<file path="config.mk">
export PLATFORM = sky130hd
export DESIGN_NAME = adc_scan_average_sequencer_flat
export DESIGN_NICKNAME = d
export VERILOG_FILES = /design/src/rtl/core/asas_pkg.sv /design/src/rtl/core/asas_req_if.sv /design/src/rtl/core/asas_rsp_if.sv /design/src/rtl/core/adc_scan_average_sequencer.sv /design/src/flat_wrapper.sv
export VERILOG_INCLUDE_DIRS = /design/src /design/src/rtl/core
export SDC_FILE = /design/constraint.sdc
export NUM_CORES = 1
export LEC_CHECK = 0
export ABC_AREA = 1
export BUFFER_PORTS_ARGS = -buffer_cell sky130_fd_sc_hd__buf_2
export CAP_MARGIN = 20
export CORE_MARGIN = 3
export CORE_UTILIZATION = 64
export CTS_BUF_LIST = sky130_fd_sc_hd__clkbuf_16
export DETAILED_ROUTE_END_ITERATION = 10
export PLACE_DENSITY = 0.9
export SLEW_MARGIN = 20
export SYNTH_ARGS = -nofsm -noshare
export SYNTH_HDL_FRONTEND = slang
export SYNTH_SLANG_ARGS = --single-unit
</file>
<file path="constraint.sdc">
create_clock -name clk_i -period 4.36 [get_ports clk_i]
set_input_delay 0.218 -clock clk_i [delete_from_list [all_inputs] [get_ports clk_i]]
set_output_delay 0.218 -clock clk_i [all_outputs]
set_load 0.05 [all_outputs]
</file>
<file path="src/rtl/core/assert_macros.svh">
// Assertion macros used by the RTL of the scan sequencer.
`ifndef ASSERT_MACROS_SVH
`define ASSERT_MACROS_SVH

// Clocked property, checked outside reset.
`define ASSERT_CLK(label, prop, msg) \
  label: assert property (@(posedge clk_i) disable iff (!rst_ni) (prop)) else $error(msg);

// Clocked condition that must never hold outside reset.
`define ASSERT_NEVER(label, cond, msg) \
  label: assert property (@(posedge clk_i) disable iff (!rst_ni) !(cond)) else $error(msg);

`endif

</file>
<file path="src/rtl/core/asas_pkg.sv">
// Types, constants and defaults of the ADC scan and average sequencer.
package asas_pkg;

  localparam int unsigned SAMPLE_W      = 10;
  localparam int unsigned READ_CH_W     = 3;
  localparam int unsigned SLOT_W        = 3;
  localparam int unsigned MUX_FIELD_W   = 5;
  localparam int unsigned MUX_TABLE_W   = 40;
  localparam int unsigned COUNT_W       = 4;
  localparam int unsigned SCNT_W        = 7;
  localparam int unsigned ACC_W         = 16;
  localparam int unsigned CFG_IDX_W     = 2;
  localparam int unsigned CFG_DATA_W    = 40;

  localparam int unsigned SAMPLE_SHIFT_DEF = 4;
  localparam int unsigned MAX_SLOTS_DEF    = 8;
  localparam int unsigned MUX_BITS_DEF     = 5;

  typedef enum logic [CFG_IDX_W-1:0] {
    CFG_CHANNEL_COUNT = 2'd0,
    CFG_MUX_TABLE     = 2'd1
  } cfg_reg_e;

  typedef enum logic {
    ACT_CONVERT = 1'b0,
    ACT_READ    = 1'b1
  } action_e;

  typedef struct packed {
    action_e               action;
    logic [SAMPLE_W-1:0]   sample;
    logic [READ_CH_W-1:0]  read_channel;
  } req_t;

  typedef struct packed {
    logic [MUX_FIELD_W-1:0] mux_select;
    logic [SLOT_W-1:0]      current_slot;
    logic [SAMPLE_W-1:0]    read_value;
    logic                   average_done;
  } rsp_t;

endpackage

</file>
<file path="src/rtl/core/asas_req_if.sv">
// Request channel of the scan sequencer: valid, ready and the request payload.
interface asas_req_if;
  import asas_pkg::*;

  logic valid;
  logic ready;
  req_t data;

  modport source (output valid, output data, input ready);
  modport sink   (input valid, input data, output ready);
endinterface

</file>
<file path="src/rtl/core/asas_rsp_if.sv">
// Response channel of the scan sequencer: valid, ready and the response payload.
interface asas_rsp_if;
  import asas_pkg::*;

  logic valid;
  logic ready;
  rsp_t data;

  modport source (output valid, output data, input ready);
  modport sink   (input valid, input data, output ready);
endinterface

</file>
<file path="src/rtl/core/adc_scan_average_sequencer.sv">
// Top level of the ADC scan sequencer with per-slot boxcar averaging.
//
//  Channel   Direction  Payload                                          Handshake
//  req_i     in         action, sample, read_channel                     valid/ready
//  rsp_o     out        mux_select, current_slot, read_value, avg_done   valid/ready
//  cfg       in         cfg_index_i, cfg_data_i                          cfg_we_i
//
// One request is taken every cycle while the output register is free or draining; its
// response is in the output register in the cycle after acceptance. The average table
// is a single-port-write memory with a registered read, used at most once per request.
// The output register can take a new response in the same cycle that its response is taken, so a
// stalled response only blocks new requests while it is still waiting.
// Reset clears the scan counters and the per-entry valid bits; an entry never stored
// reads as zero. There is no clearing pass over the table.
module adc_scan_average_sequencer #(
  parameter int unsigned SAMPLE_SHIFT = asas_pkg::SAMPLE_SHIFT_DEF,
  parameter int unsigned MAX_SLOTS    = asas_pkg::MAX_SLOTS_DEF,
  parameter int unsigned MUX_BITS     = asas_pkg::MUX_BITS_DEF
) (
  input  logic                               clk_i,
  input  logic                               rst_ni,
  input  logic                               cfg_we_i,
  input  logic [asas_pkg::CFG_IDX_W-1:0]     cfg_index_i,
  input  logic [asas_pkg::CFG_DATA_W-1:0]    cfg_data_i,
  asas_req_if.sink                           req_i,
  asas_rsp_if.source                         rsp_o
);
  import asas_pkg::*;

  `include "assert_macros.svh"

  // Width of a table address; a single-slot build still gets one address bit.
  localparam int unsigned SlotIdxW = (MAX_SLOTS > 1) ? $clog2(MAX_SLOTS) : 1;
  // Sample count at which the next conversion closes the average.
  localparam logic [SCNT_W-1:0] FullCount = SCNT_W'(1 << SAMPLE_SHIFT);

  // Configuration registers.
  logic [COUNT_W-1:0]     chan_count_q;
  logic [MUX_TABLE_W-1:0] mux_table_q;

  // Scan state.
  logic [SCNT_W-1:0] count_q, count_d;
  logic [ACC_W-1:0]  acc_q, acc_d;
  logic [SLOT_W-1:0] slot_q, slot_d;

  // Average table and its valid bits.
  logic [SAMPLE_W-1:0]  avg_mem [MAX_SLOTS];
  logic [MAX_SLOTS-1:0] avg_valid_q;
  logic [SAMPLE_W-1:0]  rd_data_q;

  // Output register.
  logic                rsp_valid_q;
  logic [MUX_BITS-1:0] mux_q;
  logic [SLOT_W-1:0]   rsp_slot_q;
  logic                done_q;
  logic                rd_hit_q;

  logic               req_fire;
  logic               conv_fire;
  logic               read_fire;
  logic               store;
  logic [COUNT_W-1:0] eff_count;
  logic [COUNT_W-1:0] next_slot;
  logic               read_in_range;
  logic [SlotIdxW-1:0] rd_idx;
  logic [SlotIdxW-1:0] wr_idx;

  // The output register can take a new response when empty or when drained this cycle.
  assign req_i.ready = !rsp_valid_q || rsp_o.ready;
  assign req_fire    = req_i.valid && req_i.ready;
  assign conv_fire   = req_fire && (req_i.data.action == ACT_CONVERT);
  assign read_fire   = req_fire && (req_i.data.action == ACT_READ);
  assign store       = conv_fire && (count_q >= FullCount);

  // A channel count of zero scans one slot; anything past the table scans all of it.
  always_comb begin
    priority if (chan_count_q == '0) begin
      eff_count = COUNT_W'(1);
    end else if (chan_count_q > COUNT_W'(MAX_SLOTS)) begin
      eff_count = COUNT_W'(MAX_SLOTS);
    end else begin
      eff_count = chan_count_q;
    end
  end

  assign next_slot = {1'b0, slot_q} + COUNT_W'(1);

  // Accumulate until the count is full; the conversion after that closes the average
  // (its own sample is dropped) and steps to the next slot, wrapping past the last one.
  always_comb begin
    count_d = count_q;
    acc_d   = acc_q;
    slot_d  = slot_q;
    if (store) begin
      count_d = '0;
      acc_d   = '0;
      slot_d  = (next_slot >= eff_count) ? '0 : next_slot[SLOT_W-1:0];
    end else if (conv_fire) begin
      count_d = count_q + SCNT_W'(1);
      acc_d   = acc_q + ACC_W'(req_i.data.sample);
    end
  end

  assign read_in_range = {1'b0, req_i.data.read_channel} < COUNT_W'(MAX_SLOTS);
  assign rd_idx        = req_i.data.read_channel[SlotIdxW-1:0];
  assign wr_idx        = slot_q[SlotIdxW-1:0];

  always_ff @(posedge clk_i or negedge rst_ni) begin
    if (!rst_ni) begin
      chan_count_q <= COUNT_W'(1);
      mux_table_q  <= '0;
    end else if (cfg_we_i) begin
      unique case (cfg_index_i)
        CFG_CHANNEL_COUNT: chan_count_q <= cfg_data_i[COUNT_W-1:0];
        CFG_MUX_TABLE:     mux_table_q  <= cfg_data_i[MUX_TABLE_W-1:0];
        default: ;
      endcase
    end
  end

  always_ff @(posedge clk_i or negedge rst_ni) begin
    if (!rst_ni) begin
      count_q     <= '0;
      acc_q       <= '0;
      slot_q      <= '0;
      avg_valid_q <= '0;
      rsp_valid_q <= 1'b0;
    end else begin
      count_q <= count_d;
      acc_q   <= acc_d;
      slot_q  <= slot_d;
      if (store) begin
        avg_valid_q[wr_idx] <= 1'b1;
      end
      if (req_fire) begin
        rsp_valid_q <= 1'b1;
      end else if (rsp_o.ready) begin
        rsp_valid_q <= 1'b0;
      end
    end
  end

  // Table write on a store, registered read on a read request. Both sides never touch
  // the same edge for one request, and a store is visible to any later read.
  always_ff @(posedge clk_i) begin
    if (store) begin
      avg_mem[wr_idx] <= SAMPLE_W'(acc_q >> SAMPLE_SHIFT);
    end
    if (read_fire) begin
      rd_data_q <= avg_mem[rd_idx];
    end
  end

  // Response payload; the mux word belongs to the slot after any step this request made.
  always_ff @(posedge clk_i) begin
    if (req_fire) begin
      mux_q      <= mux_table_q[MUX_FIELD_W*slot_d +: MUX_BITS];
      rsp_slot_q <= slot_d;
      done_q     <= store;
      rd_hit_q   <= read_fire && read_in_range && avg_valid_q[rd_idx];
    end
  end

  assign rsp_o.valid             = rsp_valid_q;
  assign rsp_o.data.mux_select   = MUX_FIELD_W'(mux_q);
  assign rsp_o.data.current_slot = rsp_slot_q;
  assign rsp_o.data.read_value   = rd_hit_q ? rd_data_q : '0;
  assign rsp_o.data.average_done = done_q;

  // A closing conversion leaves a cleared count and accumulator behind.
  `ASSERT_CLK(a_store_clears, store |=> (count_q == '0) && (acc_q == '0), "store did not clear")
  // A closing conversion is answered with the done flag set.
  `ASSERT_CLK(a_store_reports, store |=> rsp_valid_q && done_q, "store not reported")
  // The scan slot never leaves the table.
  `ASSERT_NEVER(a_slot_range, {1'b0, slot_q} >= COUNT_W'(MAX_SLOTS), "slot out of range")

endmodule

</file>
<file path="src/flat_wrapper.sv">
// flat-port wrapper written by rule: the top's interface ports become plain ports
module adc_scan_average_sequencer_flat import asas_pkg::*;
#(
  parameter int unsigned SAMPLE_SHIFT = asas_pkg::SAMPLE_SHIFT_DEF,
  parameter int unsigned MAX_SLOTS    = asas_pkg::MAX_SLOTS_DEF,
  parameter int unsigned MUX_BITS     = asas_pkg::MUX_BITS_DEF
)
  (clk_i, rst_ni, cfg_we_i, cfg_index_i, cfg_data_i, req_i_valid, req_i_data, req_i_ready, rsp_o_valid, rsp_o_data, rsp_o_ready);
  asas_req_if req_i_i ();
  asas_rsp_if rsp_o_i ();
  input  logic clk_i;
  input  logic rst_ni;
  input  logic cfg_we_i;
  input  logic [asas_pkg::CFG_IDX_W-1:0] cfg_index_i;
  input  logic [asas_pkg::CFG_DATA_W-1:0] cfg_data_i;
  input wire logic [$bits(req_i_i.valid)-1:0] req_i_valid;
  input wire logic [$bits(req_i_i.data)-1:0] req_i_data;
  output wire logic [$bits(req_i_i.ready)-1:0] req_i_ready;
  output wire logic [$bits(rsp_o_i.valid)-1:0] rsp_o_valid;
  output wire logic [$bits(rsp_o_i.data)-1:0] rsp_o_data;
  input wire logic [$bits(rsp_o_i.ready)-1:0] rsp_o_ready;
  assign req_i_i.valid = req_i_valid;
  assign req_i_i.data = req_i_data;
  assign req_i_ready = req_i_i.ready;
  assign rsp_o_valid = rsp_o_i.valid;
  assign rsp_o_data = rsp_o_i.data;
  assign rsp_o_i.ready = rsp_o_ready;
  adc_scan_average_sequencer #(.SAMPLE_SHIFT(SAMPLE_SHIFT), .MAX_SLOTS(MAX_SLOTS), .MUX_BITS(MUX_BITS)) u_core (.clk_i(clk_i), .rst_ni(rst_ni), .cfg_we_i(cfg_we_i), .cfg_index_i(cfg_index_i), .cfg_data_i(cfg_data_i), .req_i(req_i_i), .rsp_o(rsp_o_i));
endmodule
</file>
==> results of run 1 <==
how the worst max path moves through the flow:
| stage | from | cells past startpoint | slack [ns] | endpoint |
|---|---|---|---|---|
| 4_1_cts | u_core.slot_q[0] | 16 | 1.51 | u_core.mux_q[2] |
| 5_1_grt | u_core.slot_q[0] | 16 | 1.33 | u_core.mux_q[2] |
| 3_3_place_gp | u_core.slot_q[0] | 16 | 1.75 | u_core.mux_q[1] |
| 2_1_floorplan | u_core.chan_count_q[1] | 17 | 2.04 | u_core.mux_q[0] |
| 6_report | u_core.slot_q[0] | 16 | 1.46 | u_core.mux_q[2] |
| 3_5_place_dp | u_core.slot_q[0] | 16 | 1.58 | u_core.mux_q[2] |
kinds of logic after synthesis:
logic type / after synthesis
buffers and inverters: 131
adders and majority gates: 18
DFF: 177
and+or+nand+nor: 331
AOI/OAI and AO/OA: 158
xor gates and xnor gates: 6
state kept, by name, summed over array words and instances, names as in the netlist:
register and flops:
u_core.rd_hit_q 1, u_core.count_q 7, u_core.rd_data_q 10, u_core.chan_count_q 4, u_core.done_q 1, u_core.slot_q 3
u_core.acc_q 14, u_core.avg_mem 80, u_core.rsp_slot_q 3, u_core.mux_q 5, u_core.mux_table_q 40, u_core.rsp_o.valid 1
u_core.avg_valid_q 8
synth_stat cells, types with 3 or more instances:
| master | number | share of area |
|---|---|---|
| nand2_2 | 4 | 0.0031 |
| inv_1 | 92 | 0.043 |
| nand2_1 | 113 | 0.052 |
| clkbuf_1 | 24 | 0.011 |
| xnor2_1 | 3 | 0.0032 |
| nand3_2 | 4 | 0.0049 |
| dfrtp_1 | 76 | 0.24 |
| or2_2 | 5 | 0.0039 |
| nand2_4 | 4 | 0.0056 |
| nor2_1 | 134 | 0.062 |
| o21ai_0 | 70 | 0.043 |
| xor2_1 | 3 | 0.0032 |
| buf_4 | 3 | 0.0028 |
| ha_1 | 17 | 0.026 |
| nor3_1 | 3 | 0.0019 |
| a21oi_1 | 56 | 0.035 |
| o22ai_1 | 11 | 0.0085 |
| a31oi_1 | 11 | 0.0085 |
| nand3_1 | 52 | 0.032 |
| edfxtp_1 | 100 | 0.37 |
| nor2_8 | 4 | 0.0099 |
| inv_2 | 6 | 0.0028 |
power groups by stage:
stage               Combinational (mW)  Clock (mW)  Sequential, mW
global route                      1.57        1.46            2.37
global placement                  1.31           0            2.34
floorplan                         1.00           0            2.38
finish                            1.41        1.39            2.34
CTS                               1.39        1.39            2.33
detailed placement                1.37           0            2.36
cell type report:
type,instances,area (sq um),share of cell area
clock inverter,15,115,0.0126
sequential,177,4930,0.541
timing repair buffer,83,425,0.0467
inverter,98,368,0.0404
tap,168,210,0.0231
multi-input combinational,513,2640,0.289
clock buffer,17,425,0.0467
through the flow:
stage	hold WS [ns]	util
global placement	0.420	0.704
CTS	0.0302	0.749
finish	0.0338	0.749
detailed placement	0.432	0.704
floorplan	-0.0776	-
global route	0.0415	0.749
routing by layer:
layer,GRT usage,routed length [um]
met2,0.390,8230
met5,0,0
met3,0.0651,1530
met4,0.0956,293
met1,0.345,7200
critical path, stage by stage (launching register included):
cell and delay [ns]:
dfrtp_1 0.47, ha_1 0.26, xnor2_1 0.14, inv_1 0.07
ha_1 0.31, nand2_1 0.07, inv_1 0.04, nand2_1 0.09
nand2_1 0.09, nor2_4 0.17, nand2_2 0.29, nand2_4 0.28
nand2_1 0.10, nand3_1 0.10, nand2_1 0.06, nand2_1 0.05
nand2_1 0.05
==> metrics.cfg, run 1 <==
[timing]
setup_viol = 0
grt_setup_unrepaired = false
fin_ws_ns = 1.46
hold_viol_final = 0
maxSlewViolCount = 0
max_slew_margin = 0.240
fmax_mhz = 345
worstMarginPinSlew_ns = 1.14
clock-skew-final_ns = 0.00896
fin_crit_sh = 0.664
period_needed_ns = 2.90
tns_ns = 0

[setup_path]
r2r_cells = 16
reg2reg_setup_slack_ns = 1.46
timing.rr.end = u_core.mux_q[2]
timing.rr.start = u_core.slot_q[0]
worstPathArrival_ns = 3.08
worstPathRequired_ns = 4.54
critPathCaptureType = flop
path_max_fanout = 21
path_class = reg2reg
critPathLaunchType = flop

[drt]
route.vias.total = 6051
drt_iter0_drc = 702
drc_errors = 0
wire_per_inst_um = 16.1
viasPerCell = 5.65
antenna_left = 0
dr.pass1.iters = 6
drt_wl_total_um = 17300

[logic_synthesis]
ys_types = 43
synth_edf_count = 100
ys_ff_latch = 177
synthFlopType = edfxtp_1
synth_adder_area_share = 0.0288
syn_area_per_cell_sq_um = 9.85
synth_xor_area_frac = 0.00650
syn_nets = 900
syn-instance-count = 821
synth_compound_area_frac = 0.106
synthSimpleGateAreaFrac = 0.185
synth_area_sq_mm = 0.00809
yosys_warnings = 0
synth.area.mux_share = 0
synth_top_family_by_area = simple AND/OR/NAND/NOR gates
yosysSeqAreaShare = 0.610
async_flop_share = 0.435

[cells_and_area]
layout_common_cells = nor2_1 (134), nand2_1 (113), edfxtp_1 (100)
stdcell_area_sq_mm = 0.00911
fill_cells = 807
diodes = 0
drive_above_1_share = 0.162
stdcell_count = 1071
layout.nets = 969
layout_commonest_cell = nor2_1
area_delta_synth_final_pct = 12.7

[power]
p_int_mw = 3.31
p_comb_frac = 0.274
power.share.clock = 0.270
p_per_area_mw_per_mm2 = 563
p_switching_mw = 1.82
p_seq_frac = 0.455
p_sw_frac = 0.355
p_leak_nw = 4.17
total_power_mw = 5.13
peakVddDrop_mv = 0.294

[clocking]
cts_buffers = 17
root_buffer = clkbuf_16
insertion_delay_ns = 0.43
cts_hold_buf = 1
cts_num_sinks = 177
cts_setup_buffers = 0
tritoncts = done
h-tree-depth = 4
cts_repair_resize_count = 0
clockBufferDepth = 2
clkTransAtPathRegs_ns = 0.06

[die]
rows = 40
start_util = 0.665
die-width_um = 118
die_area_sq_mm = 0.0140
die_h_um = 118
io_pins = 82
coreArea_sq_mm = 0.0122

[job]
drv_cap = 0

[placement]
dp.cells = 1038
postPlaceCellArea_sq_mm = 0.00856
post-place-ws_ns = 1.58
hpwlAfterDp_um = 11300
place.gp.congestion = 0.883
io_buffers = 81

[grt]
grtUsageTotal = 0.251
grt_pass1_wl_um = 27700
grt_pass1_vias = 5795
antenna_found_initial = 0
overflow = 0
grt_max_degree = 81

[hold_path]
hp-start = cfg_data_i[27]
hold_class = in2reg
min_path_cells = 3
min_to = u_core.mux_table_q[27]

[status]
status = completed

Note: power is estimated with default switching activity, not from simulation.
==> inputs of run 2 (changes only) <==
CORE_UTILIZATION = 53   (was 64)
PLACE_DENSITY = 0.8   (was 0.9)
clock period = 2.3 ns   (was 4.36 ns; I/O delays follow)
==> metrics.cfg, run 2 (same netlist as run 1, synthesis figures left out) <==
[status]
status = complete, but fails checks
violations = negative setup slack

[cells_and_area]
diodes = 0  ; unchanged
layout.nets = 1047  ; +8.0%
seqCellArea_sq_mm = 0.00493  ; unchanged
biggestRegsByFlops = u_core.avg_mem: 80 flops, u_core.mux_table_q: 40 flops, u_core.acc_q: 14 flops
largest_register_ff_count = 80  ; unchanged
largest_register = u_core.avg_mem
post-route-util = 0.683  ; -0.0659
area_delta_synth_final_pct = 24.7
layout_common_cells = nor2_1 (134), nand2_1 (104), edfxtp_1 (100)
multi_input_area_sq_mm = 0.00279  ; +5.7%
fill_cells = 1005  ; +25%
stdcell_count = 1165  ; +8.8%
drive_above_1_share = 0.208  ; +0.0463
layout_commonest_cell = nor2_1

[placement]
place.gp.congestion = 0.820  ; -7.2%
io_buffers = 81  ; unchanged
hpwlAfterDp_um = 12000  ; +5.8%
post-place-ws_ns = -0.121  ; -1.70 ns
dp.cells = 1081  ; +4.1%

[hold_path]
hp-start = req_i_valid
min_path_cells = 3  ; unchanged
hold_class = in2reg
min_to = u_core.rsp_o.valid

[die]
rows = 44  ; +10%
io_pins = 82  ; unchanged
start_util = 0.548  ; -0.117
die_h_um = 130  ; +9.4%
die-width_um = 130  ; +9.4%
coreArea_sq_mm = 0.0148  ; +21%
die_area_sq_mm = 0.0168  ; +20%

[timing]
fin_ws_ns = -0.278  ; -1.74 ns
fmax_mhz = 388  ; +12%
period_needed_ns = 2.58  ; -0.317 ns
maxSlewViolCount = 0  ; unchanged
grt_setup_unrepaired = true
max_slew_margin = 0.465  ; +0.224
worstMarginPinSlew_ns = 0.800  ; -0.335 ns
tns_ns = -1.25  ; -1.25 ns
clock-skew-final_ns = 0.00693  ; -0.00204 ns
hold_viol_final = 0  ; unchanged
setup_viol = 6  ; +6
fin_crit_sh = 1.12  ; +0.457

[job]
drv_cap = 0  ; unchanged

[grt]
grtUsageTotal = 0.247  ; -0.00422
grt_pass1_wl_um = 31800  ; +15%
grt_pass1_vias = 6392  ; +10%
grt_max_degree = 45  ; -44%
overflow = 0  ; unchanged
antenna_found_initial = 0  ; unchanged

[drt]
drt_wl_total_um = 21700  ; +26%
antenna_left = 0  ; unchanged
drt_iter0_drc = 876  ; +25%
route.vias.total = 6718  ; +11%
dr.pass1.iters = 8  ; +2
viasPerCell = 5.77  ; +2.1%
drc_errors = 0  ; unchanged
wire_per_inst_um = 18.6  ; +16%

[setup_path]
critPathLaunchType = flop
reg2reg_setup_slack_ns = -0.28  ; -1.74 ns
worstPathRequired_ns = 2.50  ; -2.04 ns
timing.rr.end = u_core.mux_q[1]
r2r_cells = 14  ; -2
worstPathArrival_ns = 2.78  ; -0.30 ns
path_max_fanout = 10  ; -52%
path_class = reg2reg
critPathCaptureType = flop
timing.rr.start = u_core.slot_q[1]

[clocking]
cts_buffers = 17  ; unchanged
insertion_delay_ns = 0.44  ; about the same
h-tree-depth = 4  ; unchanged
root_buffer = clkbuf_16
clkTransAtPathRegs_ns = 0.07  ; about the same
clockBufferDepth = 2  ; unchanged
tritoncts = done
cts_num_sinks = 177  ; unchanged

[power]
p_per_area_mw_per_mm2 = 1060  ; +88%
p_leak_nw = 4.61  ; +10%
peakVddDrop_mv = 0.756  ; +160%
total_power_mw = 10.7  ; +110%

==> run 2: changes by cell type in the layout (fill, tap and decap cells not counted), sizes merged <==
cell / before / now
buf: 82 / 116
clkbuf: 17 / 19
dlygate4sd3: 1 / 42
nand2: 121 / 122
==> run 2: critical path, cell delays in order (launching register included) <==
cell	delay [ns]
dfrtp_1	0.41
ha_2	0.20
xnor2_1	0.13
inv_1	0.12
ha_4	0.31
nand4_1	0.19
inv_2	0.12
nor2_4	0.06
nand2_8	0.14
clkbuf_16	0.18
nand3_1	0.11
nand3_1	0.16
nand2_1	0.10
nand2_1	0.06
nand2_1	0.05
==> run 2: area by class of cell <==
| cell class | count | share of cell area |
|---|---|---|
| Sequential cell | 177 | 0.489 |
| Multi-Input combinational cell | 514 | 0.276 |
| Timing Repair Buffer | 160 | 0.122 |
| Clock buffer | 17 | 0.0422 |
| Inverter | 98 | 0.0365 |
| Tap cell | 184 | 0.0228 |
| Clock inverter | 15 | 0.0109 |
==> run 2: worst max-delay path by stage <==
stage	from	endpoint	slack (ns)	cells after the start
floorplan	u_core.chan_count_q[1]	u_core.mux_q[0]	-0.008	17
global placement	u_core.chan_count_q[1]	u_core.mux_q[1]	-0.004	16
detailed placement	u_core.chan_count_q[1]	u_core.mux_q[4]	-0.12	16
CTS	u_core.chan_count_q[1]	u_core.mux_q[4]	-0.05	16
global route	u_core.slot_q[1]	u_core.mux_q[3]	-0.35	16
finish	u_core.slot_q[1]	u_core.mux_q[1]	-0.28	14
==> run 2: repair_timing <==
item                                   CTS  global route
gates resized for setup                 14            21
setup endpoints to repair                6             8
hold buffers                            42             0
pin swaps                                7            12
cloned                                   1             2
buffers inserted                         6             3
endpoints found under the hold margin   80             0
==> run 2: routing by layer <==
| layer | GRT usage | vias up | wire length [um] |
|---|---|---|---|
| li1 | - | 3032 | - |
| met1 | 0.330 | 3157 | 8640 |
| met2 | 0.392 | 429 | 10300 |
| met3 | 0.0552 | 100 | 1890 |
| met4 | 0.109 | 0 | 863 |
| met5 | 0 | - | 0 |
==> run 2: stage by stage <==
stage	area, sq um	hold slack (ns)
2_1_floorplan	8100	-0.181
3_3_place_gp	8840	0.103
3_5_place_dp	8840	0.108
4_1_cts	9910	0.00364
5_1_grt	10100	0.0121
6_report	10100	0.00987
==> run 2: where the power goes <==
group	total, mW	leakage [nW]	switching [mW]	internal [mW]
sequential	4.44	1.81	0.438	4.00
clock	2.66	0.258	1.27	1.39
combinational	3.58	2.54	2.25	1.33
==> inputs of run 3 (changes only) <==
CORE_UTILIZATION = 64   (was 53)
MAX_ROUTING_LAYER = met4   (was unset)
PLACE_DENSITY = 0.9   (was 0.8)
clock period = 3 ns   (was 2.3 ns; I/O delays follow)
==> metrics.cfg, run 3 (same netlist as run 1, synthesis figures left out) <==
[die]
die-width_um = 118  ; -8.6%
die_h_um = 118  ; -8.6%
start_util = 0.665  ; +0.117
io_pins = 82  ; unchanged
die_area_sq_mm = 0.0140  ; -16%
coreArea_sq_mm = 0.0122  ; -18%
rows = 40  ; -9.1%

[status]
status = completed

[grt]
overflow = 0  ; unchanged
met1_usage = 0.379  ; +0.0496
gr-usage-met2 = 0.476  ; +0.0842
grt.met3_usage = 0.0799  ; +0.0247
grt_pass1_vias = 6419  ; +0.42%
grt_max_degree = 81  ; +80%
top_usage_layer = met2
grtUsageTotal = 0.304  ; +0.0573
antenna_found_initial = 1  ; +1
grt_pass1_wl_um = 32100  ; +1.0%

[timing]
period_needed_ns = 2.80  ; +0.222 ns
fin_crit_sh = 0.933  ; -0.188
max_slew_margin = 0.348  ; -0.117
maxSlewViolCount = 0  ; unchanged
setup_viol = 0  ; -6
grt_setup_unrepaired = false
clock-skew-final_ns = 0.00884  ; +0.00191 ns
hold_viol_final = 0  ; unchanged
worstMarginPinSlew_ns = 0.978  ; +0.178 ns
fmax_mhz = 357  ; -7.9%
tns_ns = 0  ; +1.25 ns

[clocking]
clockBufferDepth = 2  ; unchanged
tritoncts = done
h-tree-depth = 4  ; unchanged
cts_buffers = 17  ; unchanged
insertion_delay_ns = 0.44  ; about the same
cts_repair_resize_count = 0  ; -14
cts_num_sinks = 177  ; unchanged
clkTransAtPathRegs_ns = 0.07  ; about the same
cts_setup_buffers = 0  ; -6
cts_hold_buf = 35  ; -17%
root_buffer = clkbuf_16

[drt]
antenna_left = 0  ; unchanged
dr.pass1.iters = 8  ; unchanged
route.vias.total = 6515  ; -3.0%
drc_errors = 0  ; unchanged
wire_per_inst_um = 18.0  ; -3.1%
drt_iter0_drc = 786  ; -10%
drt_wl_total_um = 20200  ; -6.9%
viasPerCell = 5.82  ; +0.96%

[hold_path]
hold_class = in2reg
min_path_cells = 3  ; unchanged

[power]
p_leak_nw = 4.38  ; -4.9%
p_per_area_mw_per_mm2 = 809  ; -24%
peakVddDrop_mv = 0.608  ; -20%

[cells_and_area]
biggestRegsByFlops = u_core.avg_mem: 80 flops, u_core.mux_table_q: 40 flops, u_core.acc_q: 14 flops
largest_register = u_core.avg_mem
area_delta_synth_final_pct = 18.5
layout.nets = 1016  ; -3.0%
post-route-util = 0.788  ; +0.105
largest_register_ff_count = 80  ; unchanged
layout_common_cells = nor2_1 (134), nand2_1 (113), edfxtp_1 (100)
drive_above_1_share = 0.165  ; -0.0427
layout_commonest_cell = nor2_1

[setup_path]
critPathLaunchType = flop
path_class = reg2reg
path_max_fanout = 17  ; +7
worstPathArrival_ns = 3.00  ; +0.22 ns
r2r_cells = 16  ; +2
worstPathRequired_ns = 3.20  ; +0.70 ns
critPathCaptureType = flop

[placement]
place.gp.congestion = 0.879  ; +7.3%
hpwlAfterDp_um = 11300  ; -5.4%
io_buffers = 81  ; unchanged

[job]
drv_cap = 0  ; unchanged

## run 3: cell count changes in the layout (fill, tap and decap cells not counted), moves of 4 or more
cell	change
buf_12	-6
buf_4	-12
buf_6	-4
dlygate4sd3_1	-6
inv_6	-4
nand2_1	+9
nand2_2	-7
nand3_1	+4
## run 3: metal layers
metal	vias to the layer above	part of all wire	wire length, um
li1	2971	-	-
met1	3050	0.38	7720
met2	416	0.48	9770
met3	78	0.096	1940
met4	0	0.038	765
met5	-	0	0
## run 3: cell type report
| type | instances | area [sq um] |
|---|---|---|
| antenna | 1 | 2.50 |
| clock buffer | 17 | 425 |
| clock inverter | 15 | 145 |
| fill | 676 | 2580 |
| inverter | 98 | 368 |
| multi-input combinational | 513 | 2640 |
| sequential | 177 | 4930 |
| tap | 168 | 210 |
| timing repair buffer | 130 | 866 |
## run 3: per-stage QoR
stage | cells | hold slack, ns | area (sq um) | worst slack [ns] | power, mW
2_1_floorplan | 821 | -0.146 | 8090 | 0.675 | 4.92
3_3_place_gp | 1050 | 0.354 | 8650 | 0.614 | 5.33
3_5_place_dp | 1050 | 0.360 | 8650 | 0.469 | 5.44
4_1_cts | 1117 | 0.000750 | 9570 | 0.348 | 7.61
5_1_grt | 1119 | 0.00786 | 9590 | 0.0353 | 8.11
6_report | 1119 | 0.00392 | 9590 | 0.200 | 7.75
## run 3: path summary, 6_finish.rpt
kind	start	end	slack, ns
max	u_core.slot_q[0]	u_core.mux_q[0]	0.20
max reg2reg	u_core.slot_q[0]	u_core.mux_q[0]	0.20
min in group asynchronous	rst_ni	u_core.mux_table_q[16]	0.40
max in group asynchronous	rst_ni	u_core.rsp_o.valid	1.94
min	cfg_data_i[19]	u_core.mux_table_q[19]	0.004
min reg2reg	u_core.avg_valid_q[4]	u_core.avg_valid_q[4]	0.48
## run 3: where the power goes
part / internal [mW] / leakage [nW] / switching [mW] / total (mW)
combinational: 0.720 / 2.31 / 1.46 / 2.18
sequential: 3.07 / 1.81 / 0.349 / 3.42
clock: 1.21 / 0.264 / 0.939 / 2.15
## run 3: worst max-delay path, stage by stage, from the launching register on
cell and delay (ns):
dfrtp_1 0.48, ha_1 0.26, xnor2_1 0.15, inv_1 0.09, ha_1 0.32, nand2_1 0.06
inv_1 0.04, nand2_1 0.11, nand2_1 0.12, nor2_4 0.19, nand2_2 0.11, nand2_4 0.18
nand2_1 0.11, nand3_1 0.11, nand2_1 0.08, nand2_1 0.07, nand2_1 0.06
